### config.mk
export PLATFORM = sky130hd
export DESIGN_NAME = plsq_cell
export DESIGN_NICKNAME = d
export VERILOG_FILES = /design/src/design/plsq_pkg.sv /design/src/design/plsq_cell.sv
export SDC_FILE = /design/constraint.sdc
export NUM_CORES = 1
export LEC_CHECK = 0
export BUFFER_PORTS_ARGS = -buffer_cell sky130_fd_sc_hd__buf_4
export CAP_MARGIN = 10
export CORE_MARGIN = 2
export CORE_UTILIZATION = 42
export CTS_BUF_LIST = sky130_fd_sc_hd__clkbuf_8
export DETAILED_ROUTE_END_ITERATION = 12
export GPL_TIMING_DRIVEN = 1
export PLACE_DENSITY_LB_ADDON = 0.3
export SLEW_MARGIN = 20
export SYNTH_ARGS = -nofsm -noshare
export SYNTH_HDL_FRONTEND = slang
export SYNTH_SLANG_ARGS = --single-unit
### constraint.sdc
create_clock -name clk -period 5.1 [get_ports clk]
set_clock_uncertainty 0.15 [all_clocks]
set_input_delay 0.255 -clock clk [delete_from_list [all_inputs] [get_ports clk]]
set_output_delay 0.255 -clock clk [all_outputs]
set_load 0.02 [all_outputs]
### src/design/plsq_pkg.sv
// Shared types and constants for the positional list store.
// Used by plsq_cell and positional_list_store.
`timescale 1ns / 1ps
`default_nettype none

package plsq_pkg;

	localparam int DEPTH   = 64;
	localparam int DATA_W  = 32;
	localparam int POS_W   = 7;
	localparam int CNT_W   = $clog2(DEPTH + 1);
	localparam int IDX_W   = $clog2(DEPTH);
	localparam int CMP_W   = (POS_W > CNT_W) ? POS_W : CNT_W;
	localparam int OP_W    = 2;
	localparam int STAT_W  = 2;
	localparam int S_DATA_W = ((POS_W + 2 * DATA_W + 7) / 8) * 8;
	localparam int M_DATA_W = ((CNT_W + DATA_W + 7) / 8) * 8;

	typedef enum logic [OP_W-1:0] {
		OP_INSERT  = 2'd0,
		OP_DELETE  = 2'd1,
		OP_REPLACE = 2'd2,
		OP_READ    = 2'd3
	} op_t;

	typedef enum logic [STAT_W-1:0] {
		ST_OK    = 2'd0,
		ST_FULL  = 2'd1,
		ST_EMPTY = 2'd2,
		ST_RANGE = 2'd3
	} status_t;

	typedef enum logic [2:0] {
		CELL_HOLD,
		CELL_LOAD,
		CELL_FROM_LEFT,
		CELL_FROM_RIGHT,
		CELL_REPLACE
	} cell_op_t;

	typedef struct packed {
		cell_op_t op;
		logic     rd_sel;
	} cell_ctrl_t;

	typedef struct packed {
		logic [DATA_W-1:0] value;
		logic [DATA_W-1:0] new_value;
	} cell_bus_t;

endpackage

`default_nettype wire

### src/design/plsq_cell.sv
// One slot of the list: holds a value, loads, shifts from a neighbor or replaces on match.
// Depends on plsq_pkg.
`timescale 1ns / 1ps
`default_nettype none

module plsq_cell import plsq_pkg::*; (
	input  wire logic              clk,
	input  wire cell_ctrl_t        ctrl,
	input  wire cell_bus_t         bus,
	input  wire logic [DATA_W-1:0] left_data,
	input  wire logic [DATA_W-1:0] right_data,
	output logic      [DATA_W-1:0] slot,
	output logic      [DATA_W-1:0] rd_data
);

	logic [DATA_W-1:0] slot_q;

	always_ff @(posedge clk) begin
		unique case (ctrl.op)
			CELL_LOAD:       slot_q <= bus.value;
			CELL_FROM_LEFT:  slot_q <= left_data;
			CELL_FROM_RIGHT: slot_q <= right_data;
			CELL_REPLACE: begin
				if (slot_q == bus.value) begin
					slot_q <= bus.new_value;
				end
			end
			default:         slot_q <= slot_q;
		endcase
	end

	assign slot    = slot_q;
	assign rd_data = ctrl.rd_sel ? slot_q : '0;

endmodule

`default_nettype wire

# Word-level counts from Yosys, hierarchy flattened
# Cells that the tools add are included.
op_classes:
  n_eq_ne: 6
  n_mux: 3
  n_reduce_logical: 2
op_table:
  columns: ["cell", "n"]
  rows:
  - ["$pmux 32 s4", 1]
  - ["$mux 32", 2]
  - ["$eq 32x32->1", 1]
  - ["$eq 3x2->1 const B", 2]
  - ["$reduce_bool 4->1", 1]
  - ["$eq 3x1->1 const B", 1]
  - ["$eq 3x3->1 const B", 1]
  - ["$ne 2x2->1 const B", 1]
  - ["$reduce_and 2->1", 1]
word_totals:
  reg_bits: 32
  inputBits: 133
  out_inout_bits: 64

# Logic depth before layout (Yosys ltp)
# Gate-level depths: netlist of run 1.
depth:
  word_depth: 3
  ltp_mapped: 7

# Least setup slack after synthesis of run 1
# Ideal clock, no wire load.
synth_timing:
  kind: "reg2reg"
  startpoint: "register slot_q[14], in the netlist slot[14]"
  endpoint: "register slot_q[0], in the netlist slot[0], enable pin"
  setup_ns: 0.470
  t_arrival_ns: 3.523
  t_required_ns: 4.480
  setup_slack_ns: 0.957
  path_stages_with_launch: 5
  n_path_buf: 0
  path_cell_list: "edfxtp_1 > xor2_1 > nor4_1 > nand4_1 > o31ai_1"
synth_via:
  elab_chain_cells: 3
synth_rtl:
  columns: ["item", "line_no", "rtl"]
  rows:
  - ["start: declaration", "plsq_cell.sv:16", "logic [DATA_W-1:0] slot_q;"]
  - ["start signal: assignment", "plsq_cell.sv:20", "CELL_LOAD: slot_q <= bus.value;"]
  - ["start signal: assignment", "plsq_cell.sv:21", "CELL_FROM_LEFT: slot_q <= left_data;"]
  - ["start signal: assignment", "plsq_cell.sv:22", "CELL_FROM_RIGHT: slot_q <= right_data;"]
  - ["$eq 32x32->1", "plsq_cell.sv:24", "if (slot_q == bus.value) begin"]
  - ["$ne 2x2->1 (no source line)", null, null]
  - ["$reduce_and 2->1 (no source line)", null, null]
# Every way passes these cells.
# A chain may end at the register's enable or synchronous reset.

# Worst setup path after layout of run 1
layout_timing:
  startpoint: "register slot_q[9], in the netlist slot[9]"
  endpoint: "register slot_q[12], in the netlist slot[12], enable pin"
# Same word-level chain as after synthesis.

==> flow_metrics.env, run 1 <==
export IMPL_hpwl_um=7080
export IMPL_syn_nets=407
export IMPL_max_freq_mhz=344
export IMPL_hp_start="bus[37]"
export IMPL_gp_congestion=0.892
export IMPL_ir_drop_mv=0.210
export IMPL_htree_levels=2
export IMPL_top_layer="met4"
export IMPL_slew_headroom_pct=48.7
export IMPL_ys_ff_latch=32
export IMPL_final_period_utilization_pct=57.0
export IMPL_worst_slew_pin_slew_ns=0.770
export IMPL_path_max_fanout=19
export IMPL_syn_inst=274
export IMPL_min_path_type="in -> reg"
export IMPL_finalSetupTns_ns=0
export IMPL_drc=0
export IMPL_first_iter_violations=128
export IMPL_grt_max_degree=66
export IMPL_rr_startpoint="slot[9]$_DFFE_PP_"
export IMPL_drive_gt1_share_pct=47.0
export IMPL_vias_per_cell=5.81
export IMPL_firstDrtPassIters=4
export IMPL_nets=587
export IMPL_worstSetupStartpointType="flop"
export IMPL_met3RoutedLength_um=827
export IMPL_boundaryPins=197
export IMPL_hold_violations=0
export IMPL_grt_pass1_vias=3114
export IMPL_power_density_mw_per_mm2=235
export IMPL_required_ns=4.92
export IMPL_min_delay_path_depth=2
export IMPL_core_mm2=0.00596
export IMPL_synth_adder_area_share_pct=0
export IMPL_timing_final_ws_setup_ns=2.20
export IMPL_drv_cap=0
export IMPL_diodes=0
export IMPL_synth_warnings=0
export IMPL_crit_path_end_kind="flop"
export IMPL_gr_total_overflow=0
export IMPL_synth_area_mux_share_pct=0
export IMPL_fp_row_count=28
export IMPL_r2r_slack_ns=2.20
export IMPL_wl_um=9710
export IMPL_stdcell_count=530
export IMPL_yosys_area_share_simple_pct=13.1
export IMPL_setup_viol_count_final=0
export IMPL_die_h_um=82.9
export IMPL_wl_per_cell_um=18.3
export IMPL_place_inst=522
export IMPL_synth_compound_area_share_pct=33.4
export IMPL_criticalPathCategory="reg -> reg"
export IMPL_worstHoldEndpoint="slot[5]$_DFFE_PP_"
export IMPL_clock_root_buffer="clkbuf_8"
export IMPL_insertion_delay_ns=0.29
export IMPL_largest_reg_flops=32
export IMPL_dieWidth_um=82.9
export IMPL_dieArea_mm2=0.00687
export IMPL_reg2reg_depth=5
export IMPL_finalCriticalPeriod_ns=2.90
export IMPL_wl_met2_um=4960
export IMPL_reg2reg_to="slot[12]$_DFFE_PP_"
export IMPL_wl_met1_um=3810
export IMPL_cts_sinks=32
export IMPL_antenna_found_initial=0
export IMPL_synth_top_family_by_area="compound AO/OA/AOI/OAI gates"
export IMPL_ys_seq_area_share_pct=36.8
export IMPL_cts_setup_buffers=0
export IMPL_initial_core_util_pct=43.9
export IMPL_rsz0062_at_grt="no"
export IMPL_place_port_buffers=196
export IMPL_cp_arrival_ns=2.72
export IMPL_final_cell_mix="198 x buf_4, 56 x o22ai_1, 36 x a21oi_1"
export IMPL_syn_cell_area_mm2=0.00261
export IMPL_synth_xor_area_share_pct=10.7
export IMPL_final_max_slew_viol_count=0
export IMPL_grt_pass1_wl_um=15300
export IMPL_path_clk_slew_ns=0.07
export IMPL_cts_buffer_depth=2
export IMPL_status="complete, no violations"
export IMPL_layout_commonest_cell="buf_4"
export IMPL_syn_to_final_growth_pct=60.2
export IMPL_cts_buffers=5
export IMPL_cp_startpoint="slot[9]$_DFFE_PP_"
export IMPL_synth_avg_cell_area_um2=9.54
export IMPL_dpl_worst_slack_ns=2.21
export IMPL_cts_tree="done"
export IMPL_ant_nets=0
export IMPL_yosysUniqueCellTypes=23
export IMPL_cts_resized=0
export IMPL_vias=3079
export IMPL_holdBufCountCts=0
export IMPL_p_leak_nw=1.82
export IMPL_grt_usage_pct=27.0
==> worst max path at each step <==
stage	to	slack [ns]	depth (start not counted)
detailed placement	slot[11]$_DFFE_PP_	2.21	5
global placement	slot[11]$_DFFE_PP_	2.12	5
finish	slot[12]$_DFFE_PP_	2.20	5
floorplan	slot[0]$_DFFE_PP_	0.96	4
global route	slot[31]$_DFFE_PP_	2.01	5
CTS	slot[31]$_DFFE_PP_	2.16	5
==> area by class of cell <==
class	instances	area, µm²
multi-input combinational	216	1510
tap	75	93.8
clock inverter	3	38.8
timing repair buffer	199	1510
fill	487	1770
sequential	32	961
clock buffer	5	68.8
==> logic make-up after synthesis <==
group / Yosys count
compound gates: 129
xor+xnor: 32
buf+inv: 26
flops: 32
simple gates: 55
==> report_power, final <==
group | switching (mW) | leakage, nW | internal, mW
Sequential | 0.0270 | 0.309 | 0.328
Combinational | 0.197 | 1.46 | 0.195
Clock | 0.0957 | 0.0593 | 0.143
==> synth_stat cells, drive strengths merged <==
library cell,number,area [µm²]
o22ai,56,350
a21oi,36,180
and2,32,200
edfxtp,32,961
xor2,31,272
o22a,28,245
buf,16,120
clkbuf,10,37.5
nor4,7,43.8
nor2b,6,37.5
a21o,4,30.0
a221oi,4,60.1
nand2b,2,12.5
nand4,2,12.5
nor2,2,7.51
nand2,1,11.3
nand3,1,5.00
nor3,1,5.00
o31ai,1,7.51
or2,1,6.26
xnor2,1,8.76
==> layer usage <==
metal / up-vias / track usage (%)
met1: 1460 / 32.0
met3: 12 / 6.86
li1: 1448 / -
met5: - / 0
met2: 159 / 47.9
met4: 0 / 7.60
==> critical path: stages (launching register included) <==
cell and delay (ns):
edfxtp_1 0.43, xor2_1 0.18, nor4_1 0.47, nand4_1 0.26
o31ai_4 0.68, buf_4 0.40
==> metrics by stage <==
step	utilization, %	instance area, µm²	hold WS, ns	power, mW
global placement	68.0	4050	0.413	0.741
global route	70.3	4190	0.137	1.03
floorplan	-	2610	0.290	0.556
CTS	70.3	4190	0.131	0.988
finish	70.3	4190	0.132	0.985
detailed placement	68.5	4080	0.430	0.751
(Power assumes the default switching activity.)
==> inputs of run 2 (changes only) <==
- CORE_UTILIZATION: 42 -> 38
- clock period: 5.1 -> 2.35 ns (I/O delays scaled with it)
==> flow_metrics.env, run 2 (same netlist as run 1, synthesis figures left out) <==
export IMPL_nets=596
export IMPL_sw_frac_of_total_pct=32.3
export IMPL_path_max_fanout=13
export IMPL_drv_cap=0
export IMPL_fillers=603
export IMPL_gp_congestion=0.803
export IMPL_seqCellArea_um2=961
export IMPL_insertion_delay_ns=0.28
export IMPL_finalCriticalPeriod_ns=2.19
export IMPL_setup_viol_count_final=0
export IMPL_ant_nets=0
export IMPL_ir_drop_mv=0.296
export IMPL_placed_area_mm2=0.00411
export IMPL_worstSetupStartpointType="input pin"
export IMPL_layout_commonest_cell="buf_4"
export IMPL_hold_violations=0
export IMPL_pwr_share_clk_pct=24.1
export IMPL_diodes=0
export IMPL_grt_pass1_wl_um=14400
export IMPL_required_ns=2.18
export IMPL_crit_slowest_cell="dlygate4sd3_1"
export IMPL_wl_per_cell_um=17.7
export IMPL_stdcell_area_mm2=0.00426
export IMPL_cp_arrival_ns=2.02
export IMPL_gr_total_overflow=0
export IMPL_dieArea_mm2=0.00756
export IMPL_p_leak_nw=1.86
export IMPL_critPathMaxStageDelay_ns=0.54
export IMPL_status="complete, no violations"
export IMPL_fp_row_count=30
export IMPL_boundaryPins=197
export IMPL_clock_root_buffer="clkbuf_8"
export IMPL_grt_pass1_vias=3058
export IMPL_power_density_mw_per_mm2=504
export IMPL_antenna_found_initial=0
export IMPL_final_max_slew_viol_count=0
export IMPL_first_iter_violations=75
export IMPL_dieWidth_um=86.9
export IMPL_cts_tree="done"
export IMPL_firstDrtPassIters=4
export IMPL_worst_slew_pin_slew_ns=0.735
export IMPL_syn_to_final_growth_pct=62.8
export IMPL_place_inst=533
export IMPL_drive_gt1_share_pct=47.6
export IMPL_max_freq_mhz=457
export IMPL_drc=0
export IMPL_htree_levels=2
export IMPL_cts_buffers=5
export IMPL_final_cell_mix="205 x buf_4, 56 x o22ai_1, 36 x a21oi_1"
export IMPL_crit_path_end_kind="flop"
export IMPL_stdcell_count=544
export IMPL_cts_setup_buffers=0
export IMPL_min_path_type="in -> reg"
export IMPL_largest_reg_flops=32
export IMPL_slew_headroom_pct=50.9
export IMPL_wl_um=9620
export IMPL_final_period_utilization_pct=93.1
export IMPL_vias_per_cell=5.63
export IMPL_die_h_um=86.9
export IMPL_multi_input_area_mm2=0.00152
export IMPL_vias=3061
export IMPL_core_mm2=0.00672
export IMPL_place_port_buffers=196
export IMPL_grt_usage_pct=24.0
export IMPL_seqPwrFrac_pct=35.7
export IMPL_crit_path_frequent_cell="buf_4"
export IMPL_rsz0062_at_grt="no"
export IMPL_pwr_share_comb_pct=40.2
export IMPL_path_clk_slew_ns=0.07
export IMPL_power_switching_mw=0.692
export IMPL_grt_max_degree=35
export IMPL_cts_buffer_depth=2
export IMPL_cts_sinks=32
export IMPL_initial_core_util_pct=38.9
export IMPL_criticalPathCategory="in -> reg"
export IMPL_intPower_mw=1.45
export IMPL_path_cells="dlygate4sd3_1 -> buf_4 -> xor2_1 -> nor4_2 -> nand4_1 -> o31ai_4 -> buf_4"
export IMPL_hpwl_um=7430
==> run 2: layout make-up <==
type                            count  share of cell area (%)
Clock inverter                      3                   0.911
Multi-Input combinational cell    216                    35.7
Timing Repair Buffer              208                    36.9
Sequential cell                    32                    22.6
Tap cell                           80                    2.35
Clock buffer                        5                    1.62
==> run 2: final timing paths <==
| path | start | end | slack (ns) | depth (start not counted) |
|---|---|---|---|---|
| max | bus[60] | slot[26]$_DFFE_PP_ | 0.16 | 7 |
| min | bus[46] | slot[14]$_DFFE_PP_ | 0.001 | 2 |
| max reg2reg | slot[9]$_DFFE_PP_ | slot[26]$_DFFE_PP_ | 0.18 | 5 |
| min reg2reg | slot[13]$_DFFE_PP_ | slot[16]$_DFFE_PP_ | 0.91 | 4 |
==> run 2: timing repair <==
item	CTS	global route
resized for setup	0	1
hold endpoints to repair	3	0
endpoints found under the setup margin	0	25
hold buffers	3	0
==> run 2: power groups by stage <==
stage          sequential (mW)  combinational, mW  clock, mW
4_1_cts                  0.766              0.862      0.527
3_3_place_gp             0.771              0.847          0
3_5_place_dp             0.778              0.855          0
2_1_floorplan            0.845              0.361          0
6_report                 0.766              0.862      0.517
5_1_grt                  0.774              0.921      0.551
==> run 2: routing by layer <==
metal	GRT usage (%)	wire, µm	vias up
met5	0	0	-
met4	7.81	198	0
met3	5.78	704	18
met2	44.5	5000	136
met1	26.7	3710	1453
li1	-	-	1454
==> run 2: metrics by stage <==
stage	hold slack (ns)	utilization [%]	setup WS (ns)	total power, mW	TNS [ns]
after floorplan	0.153	-	-0.272	1.21	-8.70
after global placement	0.280	61.2	0.201	1.62	0
final	0.00137	63.3	0.162	2.14	0
after detailed placement	0.278	61.2	0.197	1.63	0
after global routing	0.0113	63.3	0.0488	2.25	0
after CTS	0.00394	63.2	0.114	2.15	0
==> run 2: worst max-delay path: cells and delay by family <==
| kind | cells | cell delay, ns |
|---|---|---|
| buffers and inverters | 3 | 0.95 |
| AOI/OAI and AO/OA | 1 | 0.26 |
| xor gates and xnor gates | 1 | 0.17 |
| and+or+nand+nor | 2 | 0.51 |
